==> src/rtl/bocf_pkg.sv <==
`default_nettype none
package bocf_pkg;

  localparam int DEF_MAX_WIDTH  = 1024;
  localparam int DEF_MAX_HEIGHT = 1024;
  localparam int DEF_MAX_RADIUS = 7;

  localparam int PIX_W  = 8;
  localparam int CFG_IW = 2;
  localparam int CFG_DW = 11;
  localparam int RAD_W  = 3;

  localparam logic [CFG_IW-1:0] CFG_FRAME_WIDTH   = 2'd0;
  localparam logic [CFG_IW-1:0] CFG_FRAME_HEIGHT  = 2'd1;
  localparam logic [CFG_IW-1:0] CFG_WINDOW_RADIUS = 2'd2;

  localparam logic CMD_PUSH  = 1'b0;
  localparam logic CMD_DRAIN = 1'b1;

  localparam logic [PIX_W-1:0] FG_VALUE = 8'd255;
  localparam logic [PIX_W-1:0] BG_VALUE = 8'd0;

  localparam logic [CFG_DW-1:0] RST_FRAME_WIDTH   = 11'd1024;
  localparam logic [CFG_DW-1:0] RST_FRAME_HEIGHT  = 11'd1024;
  localparam logic [RAD_W-1:0]  RST_WINDOW_RADIUS = 3'd1;

  // one raster position moving down the chain
  typedef struct packed {
    logic valid;
    logic sof;
    logic live;
    logic px;
    logic res;
    logic last;
  } slot_t;

endpackage
`default_nettype wire

==> src/rtl/bocf_hcell.sv <==
`default_nettype none
module bocf_hcell #(
  parameter int   MAX_WIDTH  = bocf_pkg::DEF_MAX_WIDTH,
  parameter int   MAX_RADIUS = bocf_pkg::DEF_MAX_RADIUS,
  parameter logic ERODE      = 1'b1
) (
  input  wire                              clk_i,
  input  wire                              rst_ni,
  input  wire                              en_i,
  input  wire [$clog2(MAX_WIDTH+1)-1:0]    w_i,
  input  wire [$clog2(MAX_RADIUS+1)-1:0]   r_i,
  input  wire bocf_pkg::slot_t             slot_i,
  output bocf_pkg::slot_t                  slot_o
);

  localparam int CW = $clog2(MAX_WIDTH+1);
  localparam int XW = (MAX_WIDTH > 1) ? $clog2(MAX_WIDTH) : 1;
  localparam int RW = $clog2(MAX_RADIUS+1);
  localparam int HB = 2*MAX_RADIUS;

  logic [HB-1:0] win_q;
  logic [XW-1:0] x_q, x_b, x_d;
  logic [RW-1:0] warm_q, warm_b, warm_d;
  logic [HB:0]   vec;
  logic          out_live;
  logic          acc;
  bocf_pkg::slot_t slot_q;

  always_comb begin
    int col;
    x_b      = slot_i.sof ? '0 : x_q;
    warm_b   = slot_i.sof ? '0 : warm_q;
    vec      = {win_q, slot_i.px};
    out_live = slot_i.live && (warm_b >= r_i);
    acc      = ERODE;
    for (int k = 0; k <= HB; k++) begin
      col = int'(x_b) + int'(r_i) - k;
      if (k <= 2*int'(r_i) && col >= 0 && col <= int'(w_i) - 1) begin
        if (ERODE) acc = acc & vec[k];
        else       acc = acc | vec[k];
      end
    end
    warm_d = (slot_i.live && warm_b < r_i) ? warm_b + RW'(1) : warm_b;
    if (out_live) x_d = (CW'(x_b) + CW'(1) == w_i) ? '0 : x_b + XW'(1);
    else          x_d = x_b;
  end

  always_ff @(posedge clk_i or negedge rst_ni) begin
    if (!rst_ni) begin
      x_q    <= '0;
      warm_q <= '0;
      slot_q <= '0;
    end else if (en_i) begin
      if (slot_i.valid) begin
        x_q    <= x_d;
        warm_q <= warm_d;
      end
      slot_q <= '{valid: slot_i.valid, sof: slot_i.sof, live: out_live, px: acc,
                  res: slot_i.res, last: slot_i.last};
    end
  end

  always_ff @(posedge clk_i) begin
    if (en_i && slot_i.valid && slot_i.live) begin
      win_q <= vec[HB-1:0];
    end
  end

  assign slot_o = slot_q;

endmodule
`default_nettype wire

==> config.mk <==
export PLATFORM = sky130hd
export DESIGN_NAME = bocf_hcell
export DESIGN_NICKNAME = d
export VERILOG_FILES = /design/src/rtl/bocf_pkg.sv /design/src/rtl/bocf_hcell.sv
export SDC_FILE = /design/constraint.sdc
export NUM_CORES = 1
export LEC_CHECK = 0
export ABC_AREA = 1
export BUFFER_PORTS_ARGS = -buffer_cell sky130_fd_sc_hd__buf_2
export CAP_MARGIN = 40
export CORE_ASPECT_RATIO = 0.5
export CORE_MARGIN = 2
export CORE_UTILIZATION = 60
export CTS_CLUSTER_SIZE = 12
export DETAILED_ROUTE_END_ITERATION = 12
export PLACE_DENSITY = 0.77
export SETUP_SLACK_MARGIN = 0.02
export SYNTH_ARGS = -nofsm -noshare
export SYNTH_HDL_FRONTEND = slang
export SYNTH_SLANG_ARGS = --single-unit
==> constraint.sdc <==
create_clock -name clk_i -period 5.3 [get_ports clk_i]
set_input_delay 0.53 -clock clk_i [delete_from_list [all_inputs] [get_ports clk_i]]
set_output_delay 0.53 -clock clk_i [all_outputs]
set_load 0.01 [all_outputs]
==> results of run 1 <==
-- kinds of logic after synthesis --
logic type / share of synthesized area, %
adder cells (fa/ha/maj): 31.20
XOR/XNOR: 8.184
AO/OA/AOI/OAI: 12.56
flip-flops: 7.610
buffers and inverters: 8.237
AND/OR/NAND/NOR: 32.20
-- cell usage in the layout (no fill, tap or decap), drive strengths merged --
| cell | Yosys | final |
|---|---|---|
| a211oi | 1 | 1 |
| a21boi | 1 | 1 |
| a21o | 5 | 5 |
| a21oi | 178 | 178 |
| a22oi | 7 | 7 |
| a31o | 1 | 1 |
| a31oi | 1 | 1 |
| buf | 10 | 81 |
| bufinv | 0 | 2 |
| clkbuf | 9 | 6 |
| clkinv | 5 | 6 |
| dfrtp | 19 | 19 |
| edfxtp | 14 | 14 |
| fa | 1 | 1 |
| ha | 292 | 292 |
| inv | 227 | 227 |
| nand2 | 463 | 463 |
| nand2b | 1 | 1 |
| nand3 | 82 | 82 |
| nand3b | 5 | 5 |
| nand4 | 29 | 29 |
| nor2 | 245 | 245 |
| nor3 | 32 | 32 |
| nor3b | 1 | 1 |
| nor4 | 10 | 10 |
| o2111ai | 1 | 1 |
| o211ai | 1 | 1 |
| o21a | 11 | 11 |
| o21ai | 68 | 68 |
| o22ai | 1 | 1 |
| or2 | 9 | 9 |
| or3 | 1 | 1 |
| xnor2 | 10 | 10 |
| xor2 | 100 | 100 |
-- where the power goes --
group | switching (uW) | total, uW | internal, uW
Sequential | 27.2 | 324 | 296
Clock | 124 | 393 | 269
Combinational | 2020 | 3150 | 1130
Total | 2170 | 3870 | 1700
-- registers in the layout, summed over array words and instances (netlist names) --
name	cells
slot_o	6
warm_q	3
win_q	14
x_q	10
-- cell type report --
type / count / area (sq um)
multi-input cells: 1557 / 9960
fillers: 1809 / 6523
flip-flops and latches: 33 / 895.9
inverters: 232 / 874.6
repair buffers: 82 / 548.0
well taps: 266 / 332.8
clock buffers: 5 / 125.1
clock inverters: 3 / 65.06
-- cell usage after synthesis (2+ instances only) --
cell / count / share of area (%)
nand2_1: 451 / 14
buf_6: 2 / 0.19
xor2_1: 100 / 7.4
a21oi_1: 177 / 7.5
inv_1: 213 / 6.8
edfxtp_1: 14 / 3.6
nor3_1: 31 / 1.3
nand2_8: 2 / 0.34
nor2_4: 8 / 0.77
nor2_1: 227 / 7.2
nand3_1: 77 / 3.3
clkbuf_1: 9 / 0.29
inv_2: 14 / 0.45
nand2_4: 3 / 0.29
nand2_2: 7 / 0.37
or2_2: 9 / 0.48
nor2_2: 9 / 0.48
o21a_1: 11 / 0.70
dfrtp_1: 19 / 4.0
nand3b_1: 4 / 0.26
nand3_2: 5 / 0.43
clkinv_1: 4 / 0.13
buf_2: 6 / 0.26
a22oi_1: 7 / 0.45
a21o_1: 5 / 0.32
o21ai_0: 66 / 2.8
nor4_1: 10 / 0.53
xnor2_1: 10 / 0.74
nand4_1: 29 / 1.5
ha_1: 292 / 31
-- timing repair --
item	CTS	global route
hold buffers	0	0
resized for setup	0	10
setup endpoints to repair	0	1
endpoints found under the hold margin	0	0
-- per-layer routing --
metal  global-route usage (%)  vias to the layer above  part of all wire [%]
met2                    55.83                      622                    39
li1                         -                     6271                     -
met3                    11.25                       72                    13
met1                    51.64                     5627                    46
met5                        0                        -                     0
met4                    7.861                        0                   2.2
-- path summary, 6_finish.rpt --
kind | end | slack (ns) | depth (start not counted)
max in group asynchronous | x_q[2] | 4.72 | 1
min in group clk_i | slot_o[0] | 0.44 | 3
hold / removal | slot_o[4] | 0.21 | 1
setup reg to reg | slot_o[2] | 0.36 | 31
hold reg to reg | win_q[10] | 0.45 | 0
setup / recovery | slot_o[2] | 0.33 | 31
-- through the flow --
step	utilization (%)	cell area (sq um)	cells	power [uW]	worst slack (ns)
global placement	65.05	12570	2169	3335	0.01735
finish	66.25	12800	2178	3870	0.3284
detailed placement	65.09	12580	2170	3358	0.004063
global route	66.25	12800	2178	4299	0.01951
CTS	66.08	12770	2178	3765	0.2681
floorplan	-	11770	1841	2578	0.3809
==> run_results.csv, run 1 <==
group,metric,value,unit
routing,routed_via_density,5.781,
worst_setup_path,crit_required,5.53,ns
outcome,outcome,"finished clean",
floorplanning,io_pins,29,
sta,rsz0062_at_grt,"no",
worst_setup_path,cp_num_buf_inv,7,
grt,grt_remaining_overflow,0,
logic_synthesis,syn_area,0.01177,sq mm
worst_setup_path,worstPathMaxFanout,10,
logic_synthesis,ys_async_sr_fraction,57.58,%
clocking,cts_buffer_depth,2,
finish,area_growth,8.736,%
routing,drtPass1Iterations,6,
min_path,hold_path.class,"input port to async pin",
clocking,postCtsSetupBuffers,0,
grt,antenna_found_initial,0,
sta,hold_viol_final,0,
routing,drt-total-wl,38010,um
clocking,cts_buffers,5,
sta,tightestPinTransition,0.7516,ns
worst_setup_path,timing.critical_path.slowest_stage_cell,"fa_1",
place,numPortBuffers,28,
floorplanning,fp.dieW,202.1,um
worst_setup_path,crit_type,"input port to flop",
routing,ant_nets,0,
sta,finalSetupTns,0,ns
clocking,cts_tree,"done",
floorplanning,start_util,60.92,%
floorplanning,die_area,0.02083,sq mm
grt,grt_pass1_wl,59620,um
run,maxCapViolCount,0,
finish,layout-drive-gt1-share,8.577,%
grt,grt_pass1_vias,11120,
routing,via_count,12590,
place,dp_hpwl,30520,um
sta,relSlewSlack,49.77,%
floorplanning,design.core.area,0.01932,sq mm
logic_synthesis,synth-edff-count,14,
worst_setup_path,startpoint_type,"input port",
sta,max_freq,201.1,MHz
floorplanning,die-height,103.1,um
worst_setup_path,critPathTopFamily,"simple AND/OR/NAND/NOR gates",
clocking,root_buffer,"clkbuf_16",
logic_synthesis,syn_nets,2157,
power_and_ir_drop,power_density,302.3,mW/mm^2
routing,drtIter0Drc,1248,
logic_synthesis,avgSynthCellArea,6.395,sq um
finish,nets,2227,
sta,timing.hold.ws,0.2142,ns
power_and_ir_drop,vdd_ir_drop_max,0.0001790,V
logic_synthesis,yosysSeqAreaShare,7.610,%
logic_synthesis,synthFlopType,"dfrtp_1",
logic_synthesis,synth_cell_types,50,
sta,setup_viol,0,
worst_setup_path,critPathMaxStageDelay,0.38,ns
floorplanning,row_count,36,
clocking,clk_pin_slew_worst_paths,0.07,ns
finish,n_antenna_cell,0,
worst_setup_path,timing.rr.start,"x_q[0]",
clocking,cts_sinks,33,
sta,finalCritPeriodShare,93.80,%
clocking,clk_latency,0.29,ns
worst_setup_path,crit_top_cell,"nand2_1",
routing,drc_errors,0,
power_and_ir_drop,cellLeakagePower,0.007430,uW
logic_synthesis,synth_warnings,0,
sta,period_minus_slack,4.972,ns
worst_setup_path,cp.arrival,5.20,ns
grt,grt_max_degree,29,
logic_synthesis,ys_seq_elements,33,
logic_synthesis,synth_cells,1841,
worst_setup_path,startpoint,"slot_i[4]",
sta,clock_skew,0.01099,ns
worst_setup_path,endpoint_kind,"flop",
clocking,ctsHtreeMaxLevel,2,
place,gp_congestion,1.072,
grt,grt_use_total,36.89,%
routing,wl_per_cell,17.45,um
sta,drv_slew,0,
(Power assumes the default switching activity.)
==> inputs of run 2 (changes only) <==
--- a/config.mk
+++ b/config.mk
@@ -16,2 +16,3 @@
 export PLACE_DENSITY = 0.77
+export REMOVE_ABC_BUFFERS = 1
 export SETUP_SLACK_MARGIN = 0.02
--- a/constraint.sdc
+++ b/constraint.sdc
@@ -3,2 +3,2 @@
 set_output_delay 0.53 -clock clk_i [all_outputs]
-set_load 0.01 [all_outputs]
+set_load 0.02 [all_outputs]
==> run_results.csv, run 2 (synthesized netlist as in run 1, its figures left out) <==
group,metric,value,unit
worst_setup_path,endpoint_kind,"flop",
sta,tightestPinTransition,0.7469,ns
clocking,cts_sinks,33,
clocking,root_buffer,"clkbuf_16",
sta,finalCritPeriodShare,94.60,%
sta,finalSetupTns,0,ns
finish,final_cell_mix,"nand2_1 (451), ha_1 (292), nor2_1 (225)",
worst_setup_path,timing.critical_path.slowest_stage_cell,"dfrtp_1",
finish,layout_commonest_cell,"nand2_1",
grt,grt_remaining_overflow,0,
sta,setup_viol,0,
sta,hold_viol_final,0,
finish,area_growth,8.959,%
clocking,cts_buffers,5,
grt,grt_pass1_vias,11080,
worst_setup_path,crit_type,"flop to flop",
routing,via_count,12510,
routing,drtIter0Drc,1112,
place,gp_congestion,1.044,
routing,drtPass1Iterations,5,
run,maxCapViolCount,0,
finish,layout-drive-gt1-share,8.712,%
grt,antenna_found_initial,2,
worst_setup_path,crit_top_cell,"nand2_1",
place,numPortBuffers,28,
power_and_ir_drop,cellLeakagePower,0.007448,uW
clocking,cts_tree,"done",
floorplanning,fp.dieW,202.1,um
grt,grt_use_total,36.77,%
sta,max_freq,199.4,MHz
floorplanning,row_count,36,
clocking,cts_buffer_depth,2,
min_path,hold_path.class,"input port to async pin",
outcome,outcome,"finished clean",
grt,grt_pass1_wl,59810,um
floorplanning,design.core.area,0.01932,sq mm
grt,grt_max_degree,54,
routing,drc_errors,0,
worst_setup_path,startpoint_type,"flop",
routing,ant_nets,0,
finish,nets,2232,
power_and_ir_drop,vdd_ir_drop_max,0.0002938,V
floorplanning,die-height,103.1,um
sta,clock_skew,0.003229,ns
routing,wl_per_cell,17.43,um
sta,rsz0062_at_grt,"no",
routing,drt-total-wl,38070,um
worst_setup_path,critPathMaxStageDelay,0.42,ns
worst_setup_path,cp.arrival,5.23,ns
clocking,clk_latency,0.28,ns
floorplanning,io_pins,29,
sta,drv_slew,0,
worst_setup_path,worstPathMaxFanout,10,
finish,n_fill_cell,1863,
finish,regMostFlops,"win_q",
clocking,ctsHtreeMaxLevel,2,
power_and_ir_drop,power_density,298.7,mW/mm^2
sta,period_minus_slack,5.014,ns
sta,relSlewSlack,50.09,%
place,dp_hpwl,30230,um
routing,routed_via_density,5.728,
finish,fin_util,66.38,%
floorplanning,start_util,60.92,%
finish,largest_reg_flops,14,
worst_setup_path,crit_required,5.52,ns
clocking,clk_pin_slew_worst_paths,0.05,ns
floorplanning,die_area,0.02083,sq mm
==> run 2: worst paths after layout <==
| path | start | endpoint | slack [ns] | cells past startpoint |
|---|---|---|---|---|
| worst max-delay path | x_q[0] | slot_o[2] | 0.29 | 34 |
| worst min-delay path | rst_ni | slot_o[5] | 0.19 | 1 |
| worst max register to register | x_q[0] | slot_o[2] | 0.29 | 34 |
| worst min register to register | win_q[2] | win_q[3] | 0.44 | 0 |
| max in group asynchronous | rst_ni | x_q[5] | 4.80 | 1 |
| min in group clk_i | win_q[2] | win_q[3] | 0.44 | 0 |
==> run 2: cell type report <==
type | instances | area [sq um] | share of cell area, %
antenna | 1 | 2.502 | 0.01951
clock buffer | 6 | 128.9 | 1.005
clock inverter | 2 | 33.78 | 0.2634
timing repair buffer | 87 | 603.1 | 4.702
inverter | 232 | 874.6 | 6.818
multi-input combinational | 1557 | 9956 | 77.61
tap | 266 | 332.8 | 2.595
sequential | 33 | 895.9 | 6.984
==> run 2: layer usage <==
layer  track usage (%)  part of all wire (%)
met1             54.36                    47
met2             54.69                    38
met3             7.649                    12
met4             7.748                   2.0
met5                 0                     0
==> run 2: where the power goes <==
group	internal [uW]	leakage (uW)	total, uW	switching, uW
clock	220	0.0000785	323	103
sequential	297	0.000360	318	21.6
combinational	1140	0.00701	3190	2050
total	1660	0.00745	3830	2170
==> run 2: critical path: cells and delay by family (launching register included) <==
| kind | cells | cell delay (ns) |
|---|---|---|
| AOI/OAI and AO/OA | 3 | 0.38 |
| adders and majority gates | 5 | 1.31 |
| buffers and inverters | 6 | 0.66 |
| DFF | 1 | 0.42 |
| and+or+nand+nor | 20 | 2.17 |
==> run 2: per-stage QoR <==
stage                     setup WS, ns  hold WS, ns  std cells  total power, uW  area, sq um
after CTS                       0.4500       0.2112       2181             3737        12790
final                           0.2862       0.1936       2184             3831        12830
after floorplan                 0.4749       0.2344       1822             2569        11670
after global routing           0.03151       0.2296       2183             4264        12820
after global placement          0.3823       0.4227       2171             3366        12610
after detailed placement        0.2658       0.4313       2173             3400        12630
==> run 2: what timing repair did <==
| action | CTS | global route |
|---|---|---|
| hold buffers | 0 | 0 |
| gates resized for setup | 0 | 5 |
| endpoints found under the setup margin | 0 | 1 |
| buffers inserted | 0 | 2 |
